**src/hdl/pcsm_pkg.sv**
```systemverilog
// types, constants and codes shared by the p-code stack machine step core
// no dependencies
package pcsm_pkg;

	localparam int WORD_W      = 32;
	localparam int PTR_W       = 9;
	localparam int PC_W        = 11;
	localparam int STACK_DEPTH = 512;
	localparam int ADDR_W      = 34;
	localparam int OPC_W       = 3;
	localparam int LVL_IN_W    = 2;
	localparam int FAULT_W     = 2;
	localparam int IN_TDATA_W  = 40;
	localparam int OUT_TDATA_W = 56;
	localparam int DIV_CNT_W   = 6;

	localparam logic [OPC_W-1:0] OP_LIT = 3'd0;
	localparam logic [OPC_W-1:0] OP_OPR = 3'd1;
	localparam logic [OPC_W-1:0] OP_LOD = 3'd2;
	localparam logic [OPC_W-1:0] OP_STO = 3'd3;
	localparam logic [OPC_W-1:0] OP_CAL = 3'd4;
	localparam logic [OPC_W-1:0] OP_INT = 3'd5;
	localparam logic [OPC_W-1:0] OP_JMP = 3'd6;
	localparam logic [OPC_W-1:0] OP_JPC = 3'd7;

	localparam logic [WORD_W-1:0] OPR_RET = 32'd0;
	localparam logic [WORD_W-1:0] OPR_NEG = 32'd1;
	localparam logic [WORD_W-1:0] OPR_ADD = 32'd2;
	localparam logic [WORD_W-1:0] OPR_SUB = 32'd3;
	localparam logic [WORD_W-1:0] OPR_MUL = 32'd4;
	localparam logic [WORD_W-1:0] OPR_DIV = 32'd5;
	localparam logic [WORD_W-1:0] OPR_ODD = 32'd6;
	localparam logic [WORD_W-1:0] OPR_EQ  = 32'd7;
	localparam logic [WORD_W-1:0] OPR_NE  = 32'd8;
	localparam logic [WORD_W-1:0] OPR_LT  = 32'd9;
	localparam logic [WORD_W-1:0] OPR_GE  = 32'd10;
	localparam logic [WORD_W-1:0] OPR_GT  = 32'd11;
	localparam logic [WORD_W-1:0] OPR_LE  = 32'd12;

	localparam logic [FAULT_W-1:0] FAULT_NONE  = 2'd0;
	localparam logic [FAULT_W-1:0] FAULT_DIV0  = 2'd1;
	localparam logic [FAULT_W-1:0] FAULT_RANGE = 2'd2;

	typedef enum logic [4:0] {
		ST_IDLE, ST_DISPATCH, ST_WALK_RD, ST_WALK_D, ST_LIT_WR,
		ST_RET_R3, ST_RET_R2, ST_RET_UPD, ST_UN_RD, ST_UN_WR,
		ST_BIN_RY, ST_BIN_RX, ST_BIN_X, ST_DIV_INIT, ST_DIV_RUN, ST_BIN_WR,
		ST_LOD_RD, ST_LOD_WR, ST_STO_RD, ST_STO_WR,
		ST_CAL_W1, ST_CAL_W2, ST_CAL_W3, ST_INT_UPD, ST_JMP_UPD,
		ST_JPC_RD, ST_JPC_UPD, ST_TOP_RD, ST_OUT
	} state_t;

	typedef enum logic [3:0] {
		AS_T, AS_TM1, AS_TP1, AS_TP2, AS_TP3, AS_B1, AS_B1OPD, AS_BP1, AS_BP2
	} addr_sel_t;

	typedef enum logic [2:0] {
		WS_OPD, WS_RD, WS_UN, WS_ALU, WS_B1, WS_BASE, WS_PC
	} wdata_sel_t;

	typedef enum logic [2:0] {TS_KEEP, TS_TP1, TS_TM1, TS_NT, TS_INT} top_sel_t;
	typedef enum logic [1:0] {PS_KEEP, PS_OPD, PS_RET, PS_JPC} pc_sel_t;
	typedef enum logic [1:0] {BS_KEEP, BS_TP1, BS_RET} base_sel_t;
	typedef enum logic [2:0] {OK_RET, OK_UN, OK_BIN, OK_DIV, OK_NONE} opr_kind_t;

	typedef struct packed {
		logic       load;
		logic       rd_en;
		logic       wr_en;
		addr_sel_t  addr_sel;
		wdata_sel_t wdata_sel;
		top_sel_t   top_sel;
		pc_sel_t    pc_sel;
		base_sel_t  base_sel;
		logic       b1_ld;
		logic       y_ld;
		logic       div_start;
		logic       div_step;
		logic       x_ld;
		logic       out_ld;
	} cmd_t;

	typedef struct packed {
		opr_kind_t opr_kind;
		logic      div_done;
		logic      out_free;
	} stat_t;

endpackage

```
**src/hdl/pcsm_ctrl.sv**
```systemverilog
// sequencer for the step core: one state walk per instruction
// depends on pcsm_pkg
module pcsm_ctrl #(
	parameter int MAX_LEVEL = 3
) (
	input  logic                          clk,
	input  logic                          arst_n,
	input  logic                          in_valid,
	output logic                          in_ready,
	input  logic [pcsm_pkg::OPC_W-1:0]    opcode,
	input  logic [pcsm_pkg::LVL_IN_W-1:0] level,
	input  pcsm_pkg::stat_t               stat,
	output pcsm_pkg::cmd_t                cmd
);
	import pcsm_pkg::*;

	localparam int LVL_W = $clog2(MAX_LEVEL + 1);

	state_t             state_q, state_nx;
	logic [OPC_W-1:0]   op_q;
	logic [LVL_W-1:0]   cnt_q;
	logic [3:0]         lvl_ext, lvl_eff;
	state_t             walk_target;

	assign lvl_ext = 4'(level);
	assign lvl_eff = (lvl_ext > 4'(MAX_LEVEL)) ? 4'(MAX_LEVEL) : lvl_ext;
	assign in_ready = (state_q == ST_IDLE);

	always_comb begin
		unique case (op_q)
			OP_LOD:  walk_target = ST_LOD_RD;
			OP_STO:  walk_target = ST_STO_RD;
			default: walk_target = ST_CAL_W1;
		endcase
	end

	always_ff @(posedge clk or negedge arst_n) begin
		if (!arst_n) begin
			state_q <= ST_IDLE;
			op_q    <= OP_LIT;
			cnt_q   <= '0;
		end else begin
			state_q <= state_nx;
			if (state_q == ST_IDLE && in_valid) begin
				op_q  <= opcode;
				cnt_q <= lvl_eff[LVL_W-1:0];
			end else if (state_q == ST_WALK_RD) begin
				cnt_q <= cnt_q - 1'b1;
			end
		end
	end

	// next state
	always_comb begin
		state_nx = state_q;
		unique case (state_q)
			ST_IDLE:     if (in_valid) state_nx = ST_DISPATCH;
			ST_DISPATCH: begin
				unique case (op_q)
					OP_LIT: state_nx = ST_LIT_WR;
					OP_OPR: begin
						unique case (stat.opr_kind)
							OK_RET:  state_nx = ST_RET_R3;
							OK_UN:   state_nx = ST_UN_RD;
							OK_BIN:  state_nx = ST_BIN_RY;
							OK_DIV:  state_nx = ST_BIN_RY;
							default: state_nx = ST_TOP_RD;
						endcase
					end
					OP_LOD, OP_STO, OP_CAL:
						state_nx = (cnt_q != '0) ? ST_WALK_RD : walk_target;
					OP_INT:  state_nx = ST_INT_UPD;
					OP_JMP:  state_nx = ST_JMP_UPD;
					default: state_nx = ST_JPC_RD;
				endcase
			end
			ST_WALK_RD:  state_nx = ST_WALK_D;
			ST_WALK_D:   state_nx = (cnt_q != '0) ? ST_WALK_RD : walk_target;
			ST_LIT_WR:   state_nx = ST_TOP_RD;
			ST_RET_R3:   state_nx = ST_RET_R2;
			ST_RET_R2:   state_nx = ST_RET_UPD;
			ST_RET_UPD:  state_nx = ST_TOP_RD;
			ST_UN_RD:    state_nx = ST_UN_WR;
			ST_UN_WR:    state_nx = ST_TOP_RD;
			ST_BIN_RY:   state_nx = ST_BIN_RX;
			ST_BIN_RX:   state_nx = ST_BIN_X;
			ST_BIN_X:    state_nx = (stat.opr_kind == OK_DIV) ? ST_DIV_INIT : ST_BIN_WR;
			ST_DIV_INIT: state_nx = ST_DIV_RUN;
			ST_DIV_RUN:  if (stat.div_done) state_nx = ST_BIN_WR;
			ST_BIN_WR:   state_nx = ST_TOP_RD;
			ST_LOD_RD:   state_nx = ST_LOD_WR;
			ST_LOD_WR:   state_nx = ST_TOP_RD;
			ST_STO_RD:   state_nx = ST_STO_WR;
			ST_STO_WR:   state_nx = ST_TOP_RD;
			ST_CAL_W1:   state_nx = ST_CAL_W2;
			ST_CAL_W2:   state_nx = ST_CAL_W3;
			ST_CAL_W3:   state_nx = ST_TOP_RD;
			ST_INT_UPD:  state_nx = ST_TOP_RD;
			ST_JMP_UPD:  state_nx = ST_TOP_RD;
			ST_JPC_RD:   state_nx = ST_JPC_UPD;
			ST_JPC_UPD:  state_nx = ST_TOP_RD;
			ST_TOP_RD:   state_nx = ST_OUT;
			ST_OUT:      if (stat.out_free) state_nx = ST_IDLE;
			default:     state_nx = ST_IDLE;
		endcase
	end

	// command outputs
	always_comb begin
		cmd = '{load: 1'b0, rd_en: 1'b0, wr_en: 1'b0, addr_sel: AS_T,
			wdata_sel: WS_OPD, top_sel: TS_KEEP, pc_sel: PS_KEEP,
			base_sel: BS_KEEP, b1_ld: 1'b0, y_ld: 1'b0, div_start: 1'b0,
			div_step: 1'b0, x_ld: 1'b0, out_ld: 1'b0};
		unique case (state_q)
			ST_IDLE:    cmd.load = in_valid;
			ST_WALK_RD: begin cmd.rd_en = 1'b1; cmd.addr_sel = AS_B1; end
			ST_WALK_D:  cmd.b1_ld = 1'b1;
			ST_LIT_WR: begin
				cmd.wr_en = 1'b1; cmd.addr_sel = AS_TP1; cmd.wdata_sel = WS_OPD;
				cmd.top_sel = TS_TP1;
			end
			ST_RET_R3:  begin cmd.rd_en = 1'b1; cmd.addr_sel = AS_BP2; end
			ST_RET_R2: begin
				cmd.y_ld = 1'b1; cmd.rd_en = 1'b1; cmd.addr_sel = AS_BP1;
			end
			ST_RET_UPD: begin
				cmd.top_sel = TS_NT; cmd.pc_sel = PS_RET; cmd.base_sel = BS_RET;
			end
			ST_UN_RD:   begin cmd.rd_en = 1'b1; cmd.addr_sel = AS_T; end
			ST_UN_WR: begin
				cmd.wr_en = 1'b1; cmd.addr_sel = AS_T; cmd.wdata_sel = WS_UN;
			end
			ST_BIN_RY:  begin cmd.rd_en = 1'b1; cmd.addr_sel = AS_T; end
			ST_BIN_RX: begin
				cmd.y_ld = 1'b1; cmd.rd_en = 1'b1; cmd.addr_sel = AS_TM1;
			end
			ST_BIN_X:    cmd.x_ld = 1'b1;
			ST_DIV_INIT: cmd.div_start = 1'b1;
			ST_DIV_RUN:  cmd.div_step = 1'b1;
			ST_BIN_WR: begin
				cmd.wr_en = 1'b1; cmd.addr_sel = AS_TM1; cmd.wdata_sel = WS_ALU;
				cmd.top_sel = TS_TM1;
			end
			ST_LOD_RD:  begin cmd.rd_en = 1'b1; cmd.addr_sel = AS_B1OPD; end
			ST_LOD_WR: begin
				cmd.wr_en = 1'b1; cmd.addr_sel = AS_TP1; cmd.wdata_sel = WS_RD;
				cmd.top_sel = TS_TP1;
			end
			ST_STO_RD:  begin cmd.rd_en = 1'b1; cmd.addr_sel = AS_T; end
			ST_STO_WR: begin
				cmd.wr_en = 1'b1; cmd.addr_sel = AS_B1OPD; cmd.wdata_sel = WS_RD;
				cmd.top_sel = TS_TM1;
			end
			ST_CAL_W1: begin
				cmd.wr_en = 1'b1; cmd.addr_sel = AS_TP1; cmd.wdata_sel = WS_B1;
			end
			ST_CAL_W2: begin
				cmd.wr_en = 1'b1; cmd.addr_sel = AS_TP2; cmd.wdata_sel = WS_BASE;
			end
			ST_CAL_W3: begin
				cmd.wr_en = 1'b1; cmd.addr_sel = AS_TP3; cmd.wdata_sel = WS_PC;
				cmd.base_sel = BS_TP1; cmd.pc_sel = PS_OPD;
			end
			ST_INT_UPD: cmd.top_sel = TS_INT;
			ST_JMP_UPD: cmd.pc_sel = PS_OPD;
			ST_JPC_RD:  begin cmd.rd_en = 1'b1; cmd.addr_sel = AS_T; end
			ST_JPC_UPD: begin cmd.pc_sel = PS_JPC; cmd.top_sel = TS_TM1; end
			ST_TOP_RD:  begin cmd.rd_en = 1'b1; cmd.addr_sel = AS_T; end
			ST_OUT:     cmd.out_ld = stat.out_free;
			default:    cmd.load = 1'b0;
		endcase
	end
endmodule

```
**config.mk**
```make
export PLATFORM = sky130hd
export DESIGN_NAME = pcsm_ctrl
export DESIGN_NICKNAME = d
export VERILOG_FILES = /design/src/hdl/pcsm_pkg.sv /design/src/hdl/pcsm_ctrl.sv
export SDC_FILE = /design/constraint.sdc
export NUM_CORES = 1
export LEC_CHECK = 0
export BUFFER_PORTS_ARGS = -buffer_cell sky130_fd_sc_hd__buf_2
export CAP_MARGIN = 15
export CORE_UTILIZATION = 52
export DETAILED_ROUTE_END_ITERATION = 8
export PLACE_DENSITY = 0.8
export SYNTH_ARGS = -nofsm -noshare
export SYNTH_HDL_FRONTEND = slang
export SYNTH_SLANG_ARGS = --single-unit
```
**constraint.sdc**
```tcl
create_clock -name clk -period 1.9 [get_ports clk]
set_clock_uncertainty 0.15 [all_clocks]
set_input_delay 0.38 -clock clk [delete_from_list [all_inputs] [get_ports clk]]
set_output_delay 0.38 -clock clk [all_outputs]
set_load 0.005 [all_outputs]
```
After elaboration in Yosys (flattened, before gate mapping):

Cells that the tools add are included.
Widths: inputs -> output; s select.

* add/subtract/negate cells: 1
* magnitude comparators: 1
* equal/unequal tests: 40
* mux-type cells: 26
* reduce and logical (&&, ||, !) cells: 20

Operator list (number)
* $pmux 5 s20: 1
* $eq 5x5->1 const B: 13
* $eq 5x4->1 const B: 8
* $pmux 4 s8: 1
* $pmux 5 s5: 1
* $eq 5x3->1 const B: 4
* $mux 5: 4
* $reduce_or 10->1: 2
* $pmux 3 s6: 1
* $pmux 5 s3: 1
* $reduce_or 2->1: 7
* $eq 3x2->1 const B: 4
* $pmux 3 s4: 1
* $eq 5x2->1 const B: 2
* $eq 3x3->1 const B: 3
* $mux 1: 9
* $reduce_or 3->1: 3
* $mux 2: 4
* $reduce_or 8->1: 1
* $eq 3x1->1 const B: 2
* $logic_not 3->1: 2
* $ne 2x2->1 const B: 3
* $pmux 2 s3: 1
* $pmux 3 s2: 1
* other kinds (8): 9

* bits in registers: 10
* logic and storage cells: 91

Logic depth before layout (Yosys ltp):

Gate-level depths: netlist of the first run.

* depth after elaboration: 5
* depth in mapped cells: 7
* mapped depth without buffers: 6

Worst setup path after synthesis of the first run:

No wires, ideal clock.

* kind: register -> output
* from: reg state_q[2]
* to: out cmd[10] in the netlist's numbering
* arrival: 1.219 ns
* required time: 1.370 ns
* slack: 0.151 ns
* stages on the path, launching flop included: 7
* path buffers: 2
* cells stage by stage: dfrtp_1 -> buf_2 -> buf_4 -> or2_2 -> nor2_1 -> a21oi_1 -> nor2_1

RTL lines
* from (decl): line pcsm_ctrl.sv:19 `state_t state_q, state_nx;`
* from (signal assigned): line pcsm_ctrl.sv:43 `state_q <= state_nx;`
* to (decl): line pcsm_ctrl.sv:13 `output pcsm_pkg::cmd_t cmd`

==> key figures, run 1 <==
Detailed routing
  – Via count: 1,942
  – Starting DRT DRC Count: 210
  – DR pass1 iterations: 7
  – Met2 Wirelength: 2.72 mm
  – DRC Markers: 0
  – Detailed-route wire length: 5.99 mm
  – Met3 routed WL: 759 µm
  – Max layer used: met4
  – M1 WL: 2.05 mm
  – Routed wire length per instance: 22.2 µm
  – Vias per Instance: 7.19
  – Antenna viol nets, final: 0

Yosys
  – Post-synthesis cell type count: 54
  – Post-synthesis average cell area: 7.24 µm²
  – Yosys warns: 0
  – Syn Std Cell Area: 1270 µm²
  – EDFF count, synth: 0
  – Seq/Total Area, Yosys: 0.197
  – Seq cells post-synth: 10
  – Ys flop type: dfrtp_1
  – Mapped Cells: 175
  – Ys async rst share: 1.00
  – Synth Net Count: 189

CTS
  – H-tree lvl count: 1
  – Clock root buffer: clkbuf_4
  – Clock-pin slew on the worst setup and hold paths: 0.09 ns
  – CTS buffer count: 3
  – Clk_lat worst skew: 0.31 ns
  – # clock sinks: 10
  – CTS tree: done
  – Max Root-Sink Buffers: 2

STA
  – Min Hold Slack: 0.108 ns
  – Unrepaired setup endpoints after global routing: yes
  – Slew Limit Fails: 0
  – Fin worst setup slack: -0.319 ns
  – Final clock period utilization by the worst path: 1.17
  – Final Hold Vio Count: 0
  – Actual slew at the worst max-slew pin: 0.335 ns
  – Final TNS setup: -3.94 ns
  – Minimum clock period: 2.22 ns
  – Slew headroom: 0.776
  – Final setup viols: 23
  – Fmax: 451 MHz

Power
  – Clk pwr share: 0.060
  – VDD IR max: 0.00152 V
  – Combinational share of power: 0.808
  – PwrDens: 1880 nW/µm²
  – NetSw: 0.00192 W
  – Seq pwr share: 0.132
  – Internal: 0.00183 W
  – Sw Share: 0.512
  – Pleak: 0.930 nW

GRT
  – Number of global-route vias before repair: 1,442
  – First-pass GRT wire length: 6.71 mm
  – Gr usage total: 0.347
  – Aggregate global routing overflow: 0
  – Antenna violations before repair: 0
  – Largest net degree at the start of global routing: 20

Place
  – Placed cells: 242
  – DP Wirelength: 2.90 mm
  – RD Place Congestion: 1.02
  – IO buf count: 36

Setup path
  – Critical path startpoint category: flop
  – Critical path class: reg -> out
  – Setup crit start: state_q[0]$_DFFE_PN0P_
  – Reg2Reg Launch Point: state_q[1]$_DFFE_PN0P_
  – CP required: 1.37 ns
  – CP arrival: 1.69 ns
  – CP endpoint kind: primary output
  – R2R Setup Slk: 0.02 ns
  – Crit-path max FO: 7

Final layout
  – Fraction of layout cells with a size suffix above 1: 0.529
  – Nets: 257
  – Multi-input logic area: 1070 µm²
  – Fillers: 102
  – Synth-to-Final Area Change: 57.7%
  – Storage cell area: 256 µm²
  – Non-Filler Instances: 270
  – N_diodes: 0

Run status
  – Violated checks: setup timing
  – Outcome: complete, but fails checks

Die
  – Starting Density: 0.562
  – Die area: 2640 µm²
  – Die width: 51.4 µm
  – Placement Rows: 17
  – Core area: 2250 µm²
  – # IOs: 37
  – Die extent in y: 51.4 µm

Worst hold path
  – Hold Crit Class: in -> reg
  – Hold path startpoint: opcode[0]

Job
  – Total of max-cap violations: 0
[power groups by stage]
stage | Clock (W) | Sequential [W] | Combinational [W]
floorplan | 0 | 0.000390 | 0.00139
global placement | 0 | 0.000450 | 0.00186
detailed placement | 0 | 0.000459 | 0.00190
CTS | 0.000203 | 0.000472 | 0.00222
global route | 0.000218 | 0.000501 | 0.00320
finish | 0.000224 | 0.000497 | 0.00303
[layer usage]
metal  track usage  up-vias
li1              -      787
met1         0.416      849
met2         0.591      234
met3        0.0446       72
met4         0.189        0
met5             0        -
[final cells by class]
cell class | instances | share of cell area
clock buffer | 4 | 0.0182
inverter | 8 | 0.0182
multi-input combinational | 143 | 0.535
sequential | 10 | 0.128
tap | 28 | 0.0175
timing repair buffer | 77 | 0.282
[through the flow]
stage / total power, W / cell area [µm²] / utilization / setup slack (ns)
6_report: 0.00375 / 2000 / 0.886 / -0.319
5_1_grt: 0.00392 / 2000 / 0.886 / -0.394
4_1_cts: 0.00290 / 1750 / 0.778 / -0.104
3_5_place_dp: 0.00236 / 1540 / 0.682 / 0.0485
3_3_place_gp: 0.00231 / 1540 / 0.682 / 0.0523
2_1_floorplan: 0.00178 / 1270 / - / 0.151
[cells in the final DEF (no fill, tap or decap), types with 4 or more instances in the layout]
cell,count
buf_2,35
nand2_1,17
o22ai_1,5
nor2b_4,5
buf_4,29
nand2b_1,6
a21oi_1,10
dfrtp_2,5
o21ai_0,5
dfrtp_1,5
nand2_2,4
inv_1,4
nor3_1,4
nor2_2,5
clkbuf_4,4
nor2_1,12
buf_6,7
[logic make-up (layout without fill, tap and decap cells)]
kind of cell / Yosys count / count (layout) / share of synthesized area
AOI/OAI and AO/OA: 58 / 58 / 0.340
xor gates and xnor gates: 1 / 1 / 0.00691
adders and majority gates: 1 / 1 / 0.00987
buffers and inverters: 22 / 89 / 0.0908
DFF: 10 / 10 / 0.197
and+or+nand+nor: 83 / 83 / 0.355
[worst paths after layout]
kind / endpoint / cells past startpoint
hold reg to reg: cnt_q[0]$_DFFE_PN0P_ / 1
min in group asynchronous: state_q[4]$_DFFE_PN0P_ / 2
setup reg to reg: state_q[2]$_DFFE_PN0P_ / 7
hold / removal: op_q[0]$_DFFE_PN0P_ / 3
max in group asynchronous: state_q[0]$_DFFE_PN0P_ / 2
setup / recovery: cmd[16] / 5
[registers in the layout (all words and copies together), names as in the netlist]
signal,cells
cnt_q,2
op_q,3
state_q,5
[critical path, stage by stage, from the launching register on]
cell and delay (ns):
dfrtp_2 0.51, buf_6 0.19, buf_6 0.11, nand2_2 0.08
o32ai_1 0.32, buf_2 0.18
[what timing repair did]
action                                  in CTS  in global routing
resized for setup                           29                 33
hold endpoints to repair                    10                  0
pin swaps                                    7                 10
buffers inserted                             9                 13
endpoints found under the setup margin      24                 25
cloned                                       1                  0
hold buffers                                 1                  0
[Yosys cell counts, drive strengths merged (4+ instances only)]
cell type   n  area share
nand2      21       0.062
nor2       18       0.053
a21oi      13       0.051
buf        13       0.064
dfrtp      10        0.20
nand2b      9       0.044
nor2b       9       0.044
inv         7       0.021
o21ai       7       0.031
o22ai       6       0.030
nor3        5       0.020
nand3       4       0.016
No activity file was read; power rests on OpenSTA's default activity.
==> inputs of run 2 (changes only) <==
--- a/config.mk
+++ b/config.mk
@@ -10,6 +10,7 @@
 export CORE_UTILIZATION = 52
 export DETAILED_ROUTE_END_ITERATION = 8
 export PLACE_DENSITY = 0.8
+export RECOVER_POWER = 100
 export SYNTH_ARGS = -nofsm -noshare
 export SYNTH_HDL_FRONTEND = slang
 export SYNTH_SLANG_ARGS = --single-unit
==> key figures, run 2 (synthesis results as in run 1) <==
Detailed routing
  – Detailed-route wire length: 5.98 mm
  – Vias per Instance: 7.20
  – Antenna viol nets, final: 0
  – Starting DRT DRC Count: 210
  – Via count: 1,943
  – DR pass1 iterations: 6
  – Routed wire length per instance: 22.1 µm
  – DRC Markers: 0

Setup path
  – Critical path startpoint category: flop
  – Buf+Inv Stages, Crit Path: 3
  – R2R Setup Slk: 0.01 ns
  – Top cell by count, worst path: buf_6
  – CP arrival: 1.68 ns
  – Max incr delay on CP: 0.51 ns
  – CP endpoint kind: primary output
  – Critical path class: reg -> out
  – CP cell instances: buf_6 -> buf_6 -> nand2_2 -> o32ai_1 -> buf_2
  – Crit path max-delay family: flip-flops
  – Crit-path max FO: 7
  – CP max-delay cell: dfrtp_2
  – CP required: 1.37 ns

Power
  – Total power: 0.00375 W
  – Combinational share of power: 0.809
  – PwrDens: 1880 nW/µm²
  – Pleak: 0.927 nW
  – Internal: 0.00183 W
  – Clk pwr share: 0.058
  – Sw Share: 0.511
  – VDD IR max: 0.00153 V
  – Seq pwr share: 0.133
  – NetSw: 0.00192 W

STA
  – Fmax: 452 MHz
  – Slew headroom: 0.572
  – Final Hold Vio Count: 0
  – Slew Limit Fails: 0
  – Final setup viols: 23
  – Final clock period utilization by the worst path: 1.16
  – Unrepaired setup endpoints after global routing: yes
  – Minimum clock period: 2.21 ns
  – Fin worst setup slack: -0.310 ns
  – Actual slew at the worst max-slew pin: 0.642 ns

Final layout
  – Largest register FFs: 5
  – Synth-to-Final Area Change: 57.6%
  – Nets: 257
  – Top flop regs: state_q (5), op_q (3), cnt_q (2)
  – N_diodes: 0
  – Final core utilization: 0.886
  – Most frequent cells in the layout: buf_2 (34), buf_4 (29), nand2_1 (17)
  – Commonest non-fill, non-tap cell in the layout: buf_2
  – Fraction of layout cells with a size suffix above 1: 0.525
  – Largest Register: state_q

Die
  – Die area: 2640 µm²
  – # IOs: 37
  – Placement Rows: 17
  – Die width: 51.4 µm
  – Starting Density: 0.562
  – Core area: 2250 µm²
  – Die extent in y: 51.4 µm

CTS
  – H-tree lvl count: 1
  – CTS tree: done
  – CTS buffer count: 3
  – Clock-pin slew on the worst setup and hold paths: 0.08 ns
  – Max Root-Sink Buffers: 2
  – Clk_lat worst skew: 0.30 ns
  – Clock root buffer: clkbuf_4
  – # clock sinks: 10

Run status
  – Outcome: complete, but fails checks
  – Violated checks: setup timing

GRT
  – Aggregate global routing overflow: 0
  – Gr usage total: 0.347
  – Antenna violations before repair: 0
  – First-pass GRT wire length: 6.71 mm
  – Number of global-route vias before repair: 1,442
  – Largest net degree at the start of global routing: 20

Worst hold path
  – Hold Crit Class: in -> reg

Place
  – DP Wirelength: 2.90 mm
  – RD Place Congestion: 1.02
  – IO buf count: 36

Job
  – Total of max-cap violations: 0
## run 2: final timing paths
| check | startpoint | to | depth (start not counted) |
|---|---|---|---|
| min | opcode[0] | op_q[0]$_DFFE_PN0P_ | 3 |
| max reg2reg | state_q[1]$_DFFE_PN0P_ | state_q[2]$_DFFE_PN0P_ | 7 |
| max in group asynchronous | arst_n | state_q[0]$_DFFE_PN0P_ | 2 |
| min in group asynchronous | arst_n | state_q[4]$_DFFE_PN0P_ | 2 |
| max | state_q[0]$_DFFE_PN0P_ | cmd[16] | 5 |
| min reg2reg | cnt_q[0]$_DFFE_PN0P_ | cnt_q[0]$_DFFE_PN0P_ | 1 |
## run 2: timing repair
action / in CTS / in global routing
hold buffers: 1 / 0
endpoints found under the hold margin: 10 / 0
endpoints found under the setup margin: 24 / 25
buffers inserted: 9 / 13
cloned: 1 / 0
gates resized for setup: 29 / 33
pin swaps: 7 / 10
## run 2: cell type report
type / instances / area [µm²]
Fill cell: 102 / 258
Clock buffer: 4 / 36.3
Multi-Input combinational cell: 143 / 1070
Timing Repair Buffer: 77 / 563
Sequential cell: 10 / 256
Tap cell: 28 / 35.0
Inverter: 8 / 36.3
## run 2: tightest hold or removal path: cells and delay by family
| family | cells | cell delay (ns) |
|---|---|---|
| buffers and inverters | 1 | 0.08 |
| AND/OR/NAND/NOR | 2 | 0.08 |
## run 2: per-stage QoR
step | hold WS [ns] | instances | TNS, ns | setup slack [ns] | area, µm²
after floorplan | -0.0656 | 175 | 0 | 0.151 | 1270
after global placement | 0.0980 | 242 | 0 | 0.0523 | 1540
after detailed placement | 0.104 | 242 | 0 | 0.0485 | 1540
after CTS | 0.138 | 257 | -1.06 | -0.104 | 1750
after global routing | 0.150 | 270 | -4.81 | -0.394 | 2000
final | 0.118 | 270 | -3.78 | -0.310 | 2000
## run 2: per-layer routing
metal  track usage  up-vias  wire length (µm)
met5             0        -                 0
met3        0.0446       58               793
met2         0.591      236              2680
met1         0.416      858              2080
met4         0.189        0               429
li1              -      791                 -
## run 2: power by group through the flow
stage                     sequential [W]  clock, W  combinational, W
after CTS                       0.000472  0.000203           0.00222
after floorplan                 0.000390         0           0.00139
after global placement          0.000450         0           0.00186
after detailed placement        0.000459         0           0.00190
final                           0.000497  0.000218           0.00303
after global routing            0.000501  0.000218           0.00320
==> inputs of run 3 (changes only) <==
==> config.mk (replaced) <==
export PLATFORM = sky130hd
export DESIGN_NAME = pcsm_ctrl
export DESIGN_NICKNAME = d
export VERILOG_FILES = /design/src/hdl/pcsm_pkg.sv /design/src/hdl/pcsm_ctrl.sv
export SDC_FILE = /design/constraint.sdc
export NUM_CORES = 1
export LEC_CHECK = 0
export CAP_MARGIN = 15
export CORE_UTILIZATION = 60
export DETAILED_ROUTE_END_ITERATION = 8
export DONT_BUFFER_PORTS = 1
export PLACE_DENSITY = 0.76
export RECOVER_POWER = 100
export REMOVE_ABC_BUFFERS = 1
export SYNTH_ARGS = -nofsm -noshare
export SYNTH_HDL_FRONTEND = slang
export SYNTH_SLANG_ARGS = --single-unit
==> key figures, run 3 <==
STA
  – Worst setup endpoint GRT: cmd[13]
  – Worst ep type: output port

GRT
  – Aggregate global routing overflow: 71
  – Gr usage total: 0.844
  – Largest net degree at the start of global routing: 17

Yosys
  – Top cells by count, synth: nand2_1 (21), nor2_1 (18), a21oi_1 (13)
  – Area leader, netlist: dfrtp_1
  – Yosys warns: 0
  – Post-synthesis average cell area: 7.24 µm²
  – Ys flop type: dfrtp_1
  – Syn Std Cell Area: 1270 µm²
  – Seq/Total Area, Yosys: 0.197
  – Ys async rst share: 1.00
  – Top-area cell type share of the netlist area: 0.197
  – Largest cells by area after synthesis: dfrtp_1 (20%), nand2_1 (6.2%), nor2_1 (5.3%), a21oi_1 (5.1%), nand2b_1 (4.4%)
  – Mapped Cells: 175
  – Count leader, synth: nand2_1
  – Seq cells post-synth: 10
  – EDFF count, synth: 0
  – Post-synthesis cell type count: 54

Die
  – Placement Rows: 16
  – Die extent in y: 48.0 µm
  – Starting Density: 0.640
  – # IOs: 37
  – Die width: 48.0 µm

CTS
  – Clock root buffer: clkbuf_4
  – Max Root-Sink Buffers: 2
  – # clock sinks: 10
  – H-tree lvl count: 1
  – CTS buffer count: 3

Place
  – RD Place Congestion: 0.935
  – DP Wirelength: 2.58 mm
  – Placed cells: 206
  – Placed inst area: 1360 µm²
  – IO buf count: 0

Run status
  – Err: [ERROR GRT-0232] Routing congestion too high. Check the congestion heatmap in the GUI.
  – Outcome: stopped before the end
  – Fail Step: global routing (5_1_grt)
-- run 3: cell counts after synthesis --
Identical to the previous run, type by type.
-- run 3: stage by stage --
stage           util  worst slack, ns  hold WS [ns]  setup TNS (ns)
2_1_floorplan      -          -0.0641       -0.0656          -0.238
3_3_place_gp   0.688           0.0711       -0.0654               0
3_5_place_dp   0.688           0.0322       -0.0655               0
4_1_cts        0.853          -0.0254        0.0768         -0.0786
-- run 3: kinds of logic after synthesis --
logic type	count (synthesis)	synth area share
DFF	10	0.197
and+or+nand+nor	83	0.355
AOI/OAI and AO/OA	58	0.340
adders and majority gates	1	0.00987
buffers and inverters	22	0.0908
xor gates and xnor gates	1	0.00691
-- run 3: routing by layer --
metal | GRT overflow | GRT usage
met2 | 38 | 1.04
met5 | 2 | 0.250
met1 | 0 | 0.810
met4 | 28 | 0.944
met3 | 3 | 0.645
-- run 3: what timing repair did --
| item | in CTS |
|---|---|
| pin swaps | 12 |
| endpoints found under the setup margin | 24 |
| resized for setup | 39 |
| hold endpoints to repair | 10 |
| hold buffers | 1 |
| buffers inserted | 21 |
==> inputs of run 4 (changes only) <==
--- a/config.mk
+++ b/config.mk
@@ -6,10 +6,11 @@
 export NUM_CORES = 1
 export LEC_CHECK = 0
 export CAP_MARGIN = 15
-export CORE_UTILIZATION = 60
+export CORE_AREA = 2 2 63 65
 export DETAILED_ROUTE_END_ITERATION = 8
+export DIE_AREA = 0 0 65 67
 export DONT_BUFFER_PORTS = 1
-export PLACE_DENSITY = 0.76
+export PLACE_DENSITY_LB_ADDON = 0.15
 export RECOVER_POWER = 100
 export REMOVE_ABC_BUFFERS = 1
 export SYNTH_ARGS = -nofsm -noshare
==> key figures, run 4 (synthesis results as in run 1) <==
Power
  – VDD IR max: 0.000647 V
  – Total power: 0.00355 W
  – PwrDens: 1810 nW/µm²
  – Pleak: 0.836 nW

GRT
  – Aggregate global routing overflow: 0
  – Largest net degree at the start of global routing: 15
  – Gr usage total: 0.201
  – Antenna violations before repair: 0
  – Number of global-route vias before repair: 1,430
  – First-pass GRT wire length: 6.84 mm

Detailed routing
  – DR pass1 iterations: 4
  – Detailed-route wire length: 4.42 mm
  – Vias per Instance: 5.73
  – Routed wire length per instance: 16.9 µm
  – Via count: 1,502
  – DRC Markers: 0
  – Starting DRT DRC Count: 63
  – Antenna viol nets, final: 0

Final layout
  – Top flop regs: state_q (5), op_q (3), cnt_q (2)
  – Design Area, Final: 1960 µm²
  – Largest register FFs: 5
  – Fraction of layout cells with a size suffix above 1: 0.481
  – Most frequent cells in the layout: buf_4 (33), nand2_1 (19), nor2_1 (10), buf_6 (10), a21oi_1 (9)
  – Synth-to-Final Area Change: 54.5%
  – Commonest non-fill, non-tap cell in the layout: buf_4
  – Nets: 229
  – Largest Register: state_q
  – N_diodes: 0

CTS
  – Clock root buffer: clkbuf_8
  – CTS tree: done
  – Clock-pin slew on the worst setup and hold paths: 0.05 ns
  – Max Root-Sink Buffers: 2
  – Clk_lat worst skew: 0.23 ns
  – H-tree lvl count: 1
  – # clock sinks: 10
  – CTS buffer count: 3

Die
  – Die extent in y: 67 µm
  – Core area: 3610 µm²
  – Placement Rows: 22
  – Die area: 4360 µm²
  – # IOs: 37
  – Starting Density: 0.351
  – Die width: 65 µm

Place
  – Placed inst area: 1460 µm²
  – DP Wirelength: 3.02 mm
  – RD Place Congestion: 0.915
  – IO buf count: 0

Setup path
  – CP required: 1.37 ns
  – Setup crit start: state_q[2]$_DFFE_PN0P_
  – Crit-path max FO: 7
  – CP endpoint kind: primary output
  – CP arrival: 1.40 ns
  – Critical path class: reg -> out
  – Reg2Reg Launch Point: state_q[3]$_DFFE_PN0P_
  – Critical path startpoint category: flop
  – Worst reg-to-reg path cell count: 7

Worst hold path
  – Hold path cells: 2
  – Hold path startpoint: opcode[0]
  – Hold Crit Class: in -> reg

STA
  – Final TNS setup: -0.0417 ns
  – Final setup viols: 3
  – Fin worst setup slack: -0.0278 ns
  – Slew headroom: 0.688
  – Unrepaired setup endpoints after global routing: yes
  – Slew Limit Fails: 0
  – Minimum clock period: 1.93 ns
  – Fmax: 519 MHz
  – Final Hold Vio Count: 0
  – Actual slew at the worst max-slew pin: 0.467 ns
  – Final clock period utilization by the worst path: 1.01

Run status
  – Violated checks: setup timing
  – Outcome: complete, but fails checks

Job
  – Total of max-cap violations: 0
==> run 4: timing repair <==
action,in CTS,in global routing
endpoints found under the hold margin,10,0
pin swaps,8,13
endpoints found under the setup margin,22,18
buffers inserted,13,6
resized for setup,31,44
hold buffers,1,0
==> run 4: per-stage QoR <==
stage | setup slack, ns | instances | utilization | hold WS, ns
3_5_place_dp | 0.0231 | 238 | 0.405 | -0.0654
4_1_cts | -0.0141 | 256 | 0.480 | 0.103
5_1_grt | -0.0783 | 262 | 0.543 | 0.110
6_report | -0.0278 | 262 | 0.543 | 0.107
3_3_place_gp | 0.0151 | 238 | 0.405 | -0.0653
2_1_floorplan | -0.0641 | 161 | - | -0.0656
==> run 4: metal layers <==
| layer | track usage | vias to the layer above | wire, µm |
|---|---|---|---|
| li1 | - | 720 | - |
| met1 | 0.261 | 734 | 1980 |
| met2 | 0.339 | 48 | 2180 |
| met3 | 0.0490 | 0 | 263 |
| met4 | 0.0346 | 0 | 0 |
| met5 | 0 | - | 0 |
==> run 4: final timing paths <==
path | endpoint | slack, ns
max in group asynchronous | state_q[1]$_DFFE_PN0P_ | 0.86
setup / recovery | cmd[17] | -0.03
min in group asynchronous | cnt_q[1]$_DFFE_PN0P_ | 0.39
hold / removal | op_q[0]$_DFFE_PN0P_ | 0.11
setup reg to reg | state_q[1]$_DFFE_PN0P_ | 0.01
hold reg to reg | cnt_q[0]$_DFFE_PN0P_ | 0.36
==> run 4: cell type report <==
| class | instances | area, µm² |
|---|---|---|
| fillers | 339 | 1650 |
| inverters | 8 | 33.8 |
| multi-input cells | 143 | 1130 |
| clock buffers | 4 | 55.1 |
| well taps | 48 | 60.1 |
| repair buffers | 49 | 418 |
| flip-flops and latches | 10 | 256 |
==> run 4: power by group <==
part	switching [W]	internal (W)	leakage [nW]
sequential	0.000143	0.000317	0.116
clock	0.0000758	0.000182	0.0288
combinational	0.00148	0.00136	0.691
total	0.00169	0.00186	0.836
==> run 4: critical path: stages (launching register included) <==
cell,delay (ns)
dfrtp_2,0.42
buf_4,0.17
nand2b_1,0.19
a311oi_2,0.23
buf_4,0.15
